[src/sp256_pkg.sv]
// Serpent-256 package: S-box tables, linear transform functions, command codes.
// Depends on nothing; used by all modules of the block.
package sp256_pkg;

  localparam int unsigned SubkeyWords = 132;
  localparam int unsigned SubkeyAddrW = 8;
  localparam int unsigned RegIdxW = 3;
  localparam logic [31:0] Phi = 32'h9E3779B9;

  typedef enum logic [1:0] {
    CMD_ENC = 2'd0,
    CMD_DEC = 2'd1,
    CMD_CTR = 2'd2,
    CMD_NOP = 2'd3
  } cmd_t;

  typedef enum logic [RegIdxW-1:0] {
    REG_KEY0 = 3'd0,
    REG_KEY1 = 3'd1,
    REG_KEY2 = 3'd2,
    REG_KEY3 = 3'd3,
    REG_IVH  = 3'd4,
    REG_IVL  = 3'd5
  } reg_idx_t;

  typedef logic [3:0][31:0] blk_t;

  // Request from control to the subkey store.
  typedef struct packed {
    logic                   we;
    logic [SubkeyAddrW-1:0] waddr;
    logic [31:0]            wdata;
    logic [SubkeyAddrW-3:0] raddr;
  } sk_req_t;

  function automatic logic [3:0] sbox_lookup_fwd(input logic [2:0] which,
                                                 input logic [3:0] n);
    logic [3:0] f;
    f = 4'd0;
    case (which)
      3'd0: case (n)
        4'd0: f=4'd3;  4'd1: f=4'd8;  4'd2: f=4'd15; 4'd3: f=4'd1;
        4'd4: f=4'd10; 4'd5: f=4'd6;  4'd6: f=4'd5;  4'd7: f=4'd11;
        4'd8: f=4'd14; 4'd9: f=4'd13; 4'd10: f=4'd4; 4'd11: f=4'd2;
        4'd12: f=4'd7; 4'd13: f=4'd0; 4'd14: f=4'd9; default: f=4'd12;
      endcase
      3'd1: case (n)
        4'd0: f=4'd15; 4'd1: f=4'd12; 4'd2: f=4'd2;  4'd3: f=4'd7;
        4'd4: f=4'd9;  4'd5: f=4'd0;  4'd6: f=4'd5;  4'd7: f=4'd10;
        4'd8: f=4'd1;  4'd9: f=4'd11; 4'd10: f=4'd14; 4'd11: f=4'd8;
        4'd12: f=4'd6; 4'd13: f=4'd13; 4'd14: f=4'd3; default: f=4'd4;
      endcase
      3'd2: case (n)
        4'd0: f=4'd8;  4'd1: f=4'd6;  4'd2: f=4'd7;  4'd3: f=4'd9;
        4'd4: f=4'd3;  4'd5: f=4'd12; 4'd6: f=4'd10; 4'd7: f=4'd15;
        4'd8: f=4'd13; 4'd9: f=4'd1;  4'd10: f=4'd14; 4'd11: f=4'd4;
        4'd12: f=4'd0; 4'd13: f=4'd11; 4'd14: f=4'd5; default: f=4'd2;
      endcase
      3'd3: case (n)
        4'd0: f=4'd0;  4'd1: f=4'd15; 4'd2: f=4'd11; 4'd3: f=4'd8;
        4'd4: f=4'd12; 4'd5: f=4'd9;  4'd6: f=4'd6;  4'd7: f=4'd3;
        4'd8: f=4'd13; 4'd9: f=4'd1;  4'd10: f=4'd2; 4'd11: f=4'd4;
        4'd12: f=4'd10; 4'd13: f=4'd7; 4'd14: f=4'd5; default: f=4'd14;
      endcase
      3'd4: case (n)
        4'd0: f=4'd1;  4'd1: f=4'd15; 4'd2: f=4'd8;  4'd3: f=4'd3;
        4'd4: f=4'd12; 4'd5: f=4'd0;  4'd6: f=4'd11; 4'd7: f=4'd6;
        4'd8: f=4'd2;  4'd9: f=4'd5;  4'd10: f=4'd4; 4'd11: f=4'd10;
        4'd12: f=4'd9; 4'd13: f=4'd14; 4'd14: f=4'd7; default: f=4'd13;
      endcase
      3'd5: case (n)
        4'd0: f=4'd15; 4'd1: f=4'd5;  4'd2: f=4'd2;  4'd3: f=4'd11;
        4'd4: f=4'd4;  4'd5: f=4'd10; 4'd6: f=4'd9;  4'd7: f=4'd12;
        4'd8: f=4'd0;  4'd9: f=4'd3;  4'd10: f=4'd14; 4'd11: f=4'd8;
        4'd12: f=4'd13; 4'd13: f=4'd6; 4'd14: f=4'd7; default: f=4'd1;
      endcase
      3'd6: case (n)
        4'd0: f=4'd7;  4'd1: f=4'd2;  4'd2: f=4'd12; 4'd3: f=4'd5;
        4'd4: f=4'd8;  4'd5: f=4'd4;  4'd6: f=4'd6;  4'd7: f=4'd11;
        4'd8: f=4'd14; 4'd9: f=4'd9;  4'd10: f=4'd1; 4'd11: f=4'd15;
        4'd12: f=4'd13; 4'd13: f=4'd3; 4'd14: f=4'd10; default: f=4'd0;
      endcase
      default: case (n)
        4'd0: f=4'd1;  4'd1: f=4'd13; 4'd2: f=4'd15; 4'd3: f=4'd0;
        4'd4: f=4'd14; 4'd5: f=4'd8;  4'd6: f=4'd2;  4'd7: f=4'd11;
        4'd8: f=4'd7;  4'd9: f=4'd4;  4'd10: f=4'd12; 4'd11: f=4'd10;
        4'd12: f=4'd9; 4'd13: f=4'd3; 4'd14: f=4'd5; default: f=4'd6;
      endcase
    endcase
    return f;
  endfunction

  function automatic logic [3:0] sbox_lookup(input logic [2:0] which, input logic inv,
                                             input logic [3:0] n);
    logic [3:0] r;
    r = 4'd0;
    if (inv) begin
      // inverse: search the forward table for n
      for (int k = 0; k < 16; k++) begin
        if (sbox_lookup_fwd(which, 4'(k)) == n) r = 4'(k);
      end
    end else begin
      r = sbox_lookup_fwd(which, n);
    end
    return r;
  endfunction

  // Bitsliced S-box over four words; nibble i is bit i of words 0..3.
  function automatic blk_t sbox_words(input logic [2:0] which, input logic inv, input blk_t v);
    blk_t o;
    logic [3:0] n;
    logic [3:0] r;
    o = '0;
    for (int i = 0; i < 32; i++) begin
      n = {v[3][i], v[2][i], v[1][i], v[0][i]};
      r = sbox_lookup(which, inv, n);
      o[0][i] = r[0];
      o[1][i] = r[1];
      o[2][i] = r[2];
      o[3][i] = r[3];
    end
    return o;
  endfunction

  function automatic logic [31:0] rol(input logic [31:0] v, input int unsigned n);
    return (v << n) | (v >> (32 - n));
  endfunction

  function automatic logic [31:0] ror(input logic [31:0] v, input int unsigned n);
    return (v >> n) | (v << (32 - n));
  endfunction

  function automatic blk_t lin_fwd(input blk_t xi);
    blk_t x;
    x = xi;
    x[0] = rol(x[0], 13);
    x[2] = rol(x[2], 3);
    x[1] = x[1] ^ x[0] ^ x[2];
    x[3] = x[3] ^ x[2] ^ (x[0] << 3);
    x[1] = rol(x[1], 1);
    x[3] = rol(x[3], 7);
    x[0] = x[0] ^ x[1] ^ x[3];
    x[2] = x[2] ^ x[3] ^ (x[1] << 7);
    x[0] = rol(x[0], 5);
    x[2] = rol(x[2], 22);
    return x;
  endfunction

  function automatic blk_t lin_inv(input blk_t xi);
    blk_t x;
    x = xi;
    x[2] = ror(x[2], 22);
    x[0] = ror(x[0], 5);
    x[2] = x[2] ^ x[3] ^ (x[1] << 7);
    x[0] = x[0] ^ x[1] ^ x[3];
    x[3] = ror(x[3], 7);
    x[1] = ror(x[1], 1);
    x[3] = x[3] ^ x[2] ^ (x[0] << 3);
    x[1] = x[1] ^ x[0] ^ x[2];
    x[2] = ror(x[2], 3);
    x[0] = ror(x[0], 13);
    return x;
  endfunction

  function automatic logic [63:0] lead_mask(input logic [4:0] nbytes);
    logic [63:0] m;
    m = '0;
    for (int b = 0; b < 8; b++) begin
      if (nbytes > 5'(b)) m[63-8*b -: 8] = 8'hFF;
    end
    return m;
  endfunction

endpackage

[src/sp256_subkey_ram.sv]
// Subkey store: 33 rows of 128 bits, written one word at a time, read by row.
// Depends on sp256_pkg for request type and sizes.
module sp256_subkey_ram
  import sp256_pkg::*;
(
  input  logic    clk,
  input  sk_req_t req,
  output blk_t    rdata
);

  localparam int unsigned Rows = SubkeyWords / 4;

  blk_t mem [Rows];

  always_ff @(posedge clk) begin
    if (req.we) begin
      mem[req.waddr[SubkeyAddrW-1:2]][req.waddr[1:0]] <= req.wdata;
    end
    rdata <= mem[req.raddr];
  end

endmodule

[config.mk]
export PLATFORM = sky130hd
export DESIGN_NAME = sp256_subkey_ram
export DESIGN_NICKNAME = d
export VERILOG_FILES = /design/src/sp256_pkg.sv /design/src/sp256_subkey_ram.sv
export SDC_FILE = /design/constraint.sdc
export NUM_CORES = 2
export LEC_CHECK = 0
export BUFFER_PORTS_ARGS = -buffer_cell sky130_fd_sc_hd__buf_2
export CORE_MARGIN = 1.5
export CORE_UTILIZATION = 63
export CTS_CLUSTER_DIAMETER = 200
export CTS_CLUSTER_SIZE = 12
export DETAILED_ROUTE_END_ITERATION = 16
export GPL_ROUTABILITY_DRIVEN = 0
export PLACE_DENSITY = 0.81
export REMOVE_ABC_BUFFERS = 1
export SLEW_MARGIN = 10
export SYNTH_ARGS = -nofsm -noshare
export SYNTH_HDL_FRONTEND = slang
export SYNTH_MEMORY_MAX_BITS = 65536
export SYNTH_SLANG_ARGS = --single-unit
[constraint.sdc]
create_clock -name clk -period 3.9 [get_ports clk]
set_clock_uncertainty 0.2 [all_clocks]
set_input_delay 0.195 -clock clk [delete_from_list [all_inputs] [get_ports clk]]
set_output_delay 0.195 -clock clk [all_outputs]
set_load 0.01 [all_outputs]
# Word-level counts from Yosys, hierarchy flattened
# Memories as Yosys holds them, arrays and structs flattened. A register that Yosys moved wholly into a read port is not among the register bits.
# Cells that the tools add are included.
# Widths: inputs -> output; s select.
# totals
wordCells	8
ramBits	4224
input_bits	48
memories	1
register_bits	0
output_inout_bits	128
# classes
mux	4
magnitude_cmp	2
reduce_logical	1
# memory_table
memory	words	width	rd	rd_ports_with_merged_regs	wr	line	text
mem	33	128	1	1	1	sp256_subkey_ram.sv:13	blk_t mem [Rows];
# ops
op	count
$mux 128	1
$demux 32 s2	1
$mux 32	1
$lt 2x3->1 const B	1
$ge 2x1->1 const B	1
$logic_and 1x1->1	1
$mux 1	1

# Logic depth before layout (Yosys ltp)
# logic_depth
word_depth	5
mapped_depth	9
mapped_depth_nobuf	5

# Least setup slack after synthesis
# No wires, ideal clock.
# synth_timing
path_kind	input -> register
from	in req[39] (netlist bit)
to	mem mem[10][0] (netlist bit), enable pin
path_buffers	2
path_slack_ps	893
required_ps	3279
arrival_time_ps	2385
cell_stages	4
setup_ps	421
path_cell_list	or3b_2 > clkbuf_1 > clkbuf_1 > nor2_1
# synth_between
elab_chain_len	5
elab_cells_between_ends	6
cone_classes	order compare (2); mux (3); reduce/logical (1)
# synth_rtl
item	line	text
start, declared	sp256_subkey_ram.sv:7	input sk_req_t req,
$lt 2x3->1 (not written as such) or $ge 2x1->1 (tied branches)	sp256_subkey_ram.sv:17	mem[req.waddr[SubkeyAddrW-1:2]][req.waddr[1:0]] <= req.wdata;
$logic_and 1x1->1 (not written as such)	sp256_subkey_ram.sv:17	
$mux 32 (not written as such)	sp256_subkey_ram.sv:17	
$demux 32 s2 (*)	sp256_subkey_ram.sv:17	
$mux 128 (not written as such) (*)	sp256_subkey_ram.sv:17	
end, declared	sp256_subkey_ram.sv:13	
# Every way passes the cells marked *; elsewhere a longest branch is shown, timed or not.

# Worst setup path after layout
# layout_timing
from	in req[42] (netlist bit)
to	mem mem[28][106] (netlist bit), enable pin
# Straight into the memory's write port.

==> metrics.txt <==
# TYPE chip_impl_metric gauge
chip_impl_metric{name="drc",unit=""} 0
chip_impl_metric{name="clock.fmax",unit="MHz"} 292
chip_impl_metric{name="clkPwrFrac",unit="%"} 39.2
chip_impl_metric{name="cell_internal_pwr",unit="uW"} 72800
chip_impl_info{name="ctsRootBufferMaster",value="sky130_fd_sc_hd__clkbuf_16"} 1
chip_impl_metric{name="total_power",unit="uW"} 92600
chip_impl_metric{name="drt_first_pass_iters",unit=""} 9
chip_impl_info{name="outcome",value="finished, final reports clean"} 1
chip_impl_metric{name="routedWlPerCell",unit="um"} 38.2
chip_impl_metric{name="finalNetCount",unit=""} 8130
chip_impl_info{name="layout_common_cells",value="sky130_fd_sc_hd__edfxtp_1 (4,224), sky130_fd_sc_hd__mux4_2 (896), sky130_fd_sc_hd__mux2i_1 (639)"} 1
chip_impl_metric{name="route.vias.total",unit=""} 86200
chip_impl_info{name="cell_family_with_the_largest_share_of_critical_path_delay",value="buffers and inverters"} 1
chip_impl_metric{name="timing.max_slew.rel_slack",unit="%"} 10.7
chip_impl_info{name="post_synth_main_area_contributors",value="sky130_fd_sc_hd__edfxtp_1 (77%), sky130_fd_sc_hd__mux4_2 (12%), sky130_fd_sc_hd__mux2i_1 (3.9%)"} 1
chip_impl_metric{name="max_slew.worst_pin.slew",unit="ps"} 1340
chip_impl_metric{name="yosysUniqueCellTypes",unit=""} 27
chip_impl_metric{name="crit_arrival",unit="ps"} 3860
chip_impl_metric{name="seq_area_frac_synth",unit="%"} 78.5
chip_impl_metric{name="fp-row-count",unit=""} 187
chip_impl_info{name="worst_setup_path_end_kind",value="register"} 1
chip_impl_metric{name="ctsLongestPathBuffers",unit=""} 4
chip_impl_metric{name="post_synth_instance_area",unit="sq um"} 165000
chip_impl_info{name="cpMostUsedCell",value="sky130_fd_sc_hd__dlygate4sd3_1"} 1
chip_impl_info{name="critPathSlowestCell",value="sky130_fd_sc_hd__nor2_4"} 1
chip_impl_metric{name="synth_seq_cells",unit=""} 4352
chip_impl_info{name="origin_of_the_critical_flop_to_flop_path",value="mem[26][1]"} 1
chip_impl_metric{name="ios",unit=""} 176
chip_impl_metric{name="post_cts_hold_buffer_count",unit=""} 48
chip_impl_metric{name="detailed_place_hpwl",unit="mm"} 224
chip_impl_info{name="critPathLaunchType",value="input pin"} 1
chip_impl_metric{name="aggregate_global_routing_overflow",unit=""} 0
chip_impl_info{name="synth.largest_area_cell",value="sky130_fd_sc_hd__edfxtp_1"} 1
chip_impl_metric{name="cp_slowest_stage_delay",unit="ps"} 780
chip_impl_info{name="hold_class",value="in -> reg"} 1
chip_impl_metric{name="timing.critical_path.required",unit="ps"} 4340
chip_impl_info{name="synth_ff_type",value="sky130_fd_sc_hd__edfxtp_1"} 1
chip_impl_metric{name="post_cts_resized",unit=""} 0
chip_impl_metric{name="switchingPower",unit="uW"} 19800
chip_impl_metric{name="route.detailed.vias_per_inst",unit=""} 7.28
chip_impl_metric{name="htreeDepth",unit=""} 5
chip_impl_info{name="mostFrequentLayoutCell",value="sky130_fd_sc_hd__edfxtp_1"} 1
chip_impl_info{name="reg2reg_to",value="rdata[1]"} 1
chip_impl_info{name="hold_path_startpoint",value="req[46]"} 1
chip_impl_metric{name="core_area",unit="sq um"} 260000
chip_impl_metric{name="pwr-share-seq",unit="%"} 55.7
chip_impl_info{name="cp_cell_sequence",value="dlygate4sd3_1 -> buf_2 -> nor3b_1 -> dlygate4sd3_1 -> nand2_1 -> nor2_4 -> buf_4"} 1
chip_impl_metric{name="areaGrowthSynthToFinish",unit="%"} 12.1
chip_impl_metric{name="clk_latency",unit="ps"} 1000
chip_impl_metric{name="first_global_vias",unit=""} 88200
chip_impl_metric{name="power_density",unit="nW/um^2"} 501
chip_impl_metric{name="synth_cells",unit=""} 7514
chip_impl_metric{name="timing.final.crit_period",unit="ps"} 3420
chip_impl_metric{name="largest_net_degree_at_the_start_of_global_routing",unit=""} 117
chip_impl_metric{name="timing.final.hold_violations",unit=""} 0
chip_impl_metric{name="fillCellCount",unit=""} 13800
chip_impl_metric{name="port_buffers",unit=""} 175
chip_impl_info{name="tritoncts",value="built"} 1
chip_impl_metric{name="power.share.switching",unit="%"} 21.3
chip_impl_metric{name="ys.warnings.count",unit=""} 0
chip_impl_metric{name="ant_nets",unit=""} 0
chip_impl_metric{name="first_pass_grt_wire_length",unit="mm"} 640
chip_impl_metric{name="finish_stage_setup_viols",unit=""} 0
chip_impl_metric{name="placement.setup.worst_slack",unit="ps"} 503
chip_impl_metric{name="cts_inserted_buffers",unit=""} 413
chip_impl_info{name="category_of_the_most_critical_setup_path",value="in -> reg"} 1
chip_impl_metric{name="hold_path_depth",unit=""} 4
chip_impl_metric{name="post-cts-setup-buffer-count",unit=""} 0
chip_impl_metric{name="avgSynthCellArea",unit="sq um"} 21.9
chip_impl_metric{name="worstPathMaxFanout",unit=""} 19
chip_impl_metric{name="post-route-period-util",unit="%"} 87.8
chip_impl_metric{name="timing.final.ws_setup",unit="ps"} 476
chip_impl_metric{name="worst-r2r-setup-slack",unit="ps"} 1140
chip_impl_metric{name="detail_route.iter0.violations",unit=""} 15000
chip_impl_metric{name="path_buf_inv",unit=""} 4
chip_impl_metric{name="ys_async_sr_fraction",unit="%"} 0
chip_impl_metric{name="wire_length_after_detailed_routing",unit="mm"} 453
chip_impl_metric{name="die_width",unit="um"} 514
chip_impl_metric{name="post-synth-top-area-fraction",unit="%"} 77.0
chip_impl_metric{name="pwr-share-comb",unit="%"} 5.0
chip_impl_metric{name="cts_sinks",unit=""} 4352
chip_impl_metric{name="fp.dieArea",unit="sq um"} 265000
chip_impl_metric{name="die_h",unit="um"} 514
chip_impl_metric{name="grt_antenna_before_repair",unit=""} 30
chip_impl_metric{name="timing.max_cap.violations",unit=""} 0
chip_impl_info{name="setup_repair_after_global_routing_missed_its_margin",value="no"} 1
chip_impl_metric{name="worstRegToRegCells",unit=""} 5
chip_impl_metric{name="standby_leakage_power",unit="uW"} 0.0589
chip_impl_metric{name="grt_util_overall",unit="%"} 34.5
chip_impl_info{name="min_to",value="mem[28][52]"} 1
chip_impl_metric{name="worst_ir_drop_vdd",unit="mV"} 0.475
chip_impl_metric{name="clk_pin_slew_worst_paths",unit="ps"} 60
chip_impl_metric{name="floorplan.initialDensity",unit="%"} 63.4
chip_impl_metric{name="number_of_synthesized_flops_with_an_enable_pin",unit=""} 4224
chip_impl_metric{name="maxSlewViolCount",unit=""} 0
chip_impl_metric{name="drive_above_1_share",unit="%"} 23.8
## cells by family (layout without fill, tap and decap cells)
| kind of cell | Yosys count | count (layout) | synth area share, % |
|---|---|---|---|
| compound gates | 512 | 512 | 2.24 |
| buf+inv | 412 | 1238 | 1.18 |
| flops | 4352 | 4352 | 78.5 |
| simple gates | 703 | 703 | 1.93 |
| other cells | 0 | 12 | 0 |
| mux | 1535 | 1535 | 16.1 |
## power groups by stage
stage               registers, uW  logic (uW)  clock network (uW)
global route                51600        4790               38000
floorplan                   52600        1790                   0
CTS                         51600        4580               36400
detailed placement          52600        4400                   0
finish                      51600        4650               36300
global placement            52600        4250                   0
## synthesized netlist by cell type (2+ instances only)
master and number:
sky130_fd_sc_hd__buf_1 23, sky130_fd_sc_hd__and3b_1 2, sky130_fd_sc_hd__nor3b_1 5, sky130_fd_sc_hd__nor2_1 263, sky130_fd_sc_hd__mux2i_1 639, sky130_fd_sc_hd__nand3b_1 129
sky130_fd_sc_hd__nand3_1 2, sky130_fd_sc_hd__edfxtp_1 4224, sky130_fd_sc_hd__buf_6 4, sky130_fd_sc_hd__nand2b_1 2, sky130_fd_sc_hd__nor3_1 4, sky130_fd_sc_hd__mux4_2 896
sky130_fd_sc_hd__dfxtp_1 128, sky130_fd_sc_hd__o211ai_1 255, sky130_fd_sc_hd__o31ai_1 127, sky130_fd_sc_hd__clkbuf_1 218, sky130_fd_sc_hd__nor2b_1 2, sky130_fd_sc_hd__nand2_1 290
sky130_fd_sc_hd__buf_2 104, sky130_fd_sc_hd__buf_4 63, sky130_fd_sc_hd__o22ai_1 128
## layout make-up
cell class | count | area [sq um] | area share, %
clock inverters | 12 | 160 | 0.0867
flip-flops and latches | 4352 | 129000 | 70.1
repair buffers | 565 | 4950 | 2.68
diodes | 12 | 30.0 | 0.0163
clock buffers | 661 | 11300 | 6.12
well taps | 3496 | 4370 | 2.37
multi-input cells | 2750 | 34500 | 18.7
## routing by layer
layer  global-route usage [%]  part of all wire (%)
met5                        0                 0.036
met4                     17.7                   6.0
met3                     8.03                    14
met2                     54.9                    48
met1                     45.1                    32
## worst max path at each step
stage / startpoint / end / cells past startpoint
2_1_floorplan: req[5] / rdata[126] / 2
3_3_place_gp: req[44] / mem[16][52] / 5
3_5_place_dp: req[43] / mem[10][68] / 5
4_1_cts: req[42] / mem[28][106] / 7
5_1_grt: req[42] / mem[28][100] / 7
6_report: req[42] / mem[28][106] / 7
## tightest hold or removal path: cells and delay by family
| kind | cells | cell delay [ps] |
|---|---|---|
| and+or+nand+nor | 2 | 330 |
| buffers and inverters | 2 | 550 |
## state kept, by name (all words and copies together) (netlist names)
| register | cells |
|---|---|
| mem | 4224 |
| rdata | 128 |
## through the flow
| step | TNS [ps] | util, % | area (sq um) | cells | hold WS (ps) |
|---|---|---|---|---|---|
| 2_1_floorplan | -114560 | - | 163000 | 7102 | 93.9 |
| 3_3_place_gp | 0 | 66.4 | 173000 | 11100 | 288 |
| 3_5_place_dp | 0 | 66.4 | 173000 | 11100 | 297 |
| 4_1_cts | 0 | 71.0 | 185000 | 11800 | 5.50 |
| 5_1_grt | 0 | 71.1 | 185000 | 11800 | 36.3 |
| 6_report | 0 | 71.1 | 185000 | 11800 | 51.7 |
Note: power is estimated with default switching activity, not from simulation.
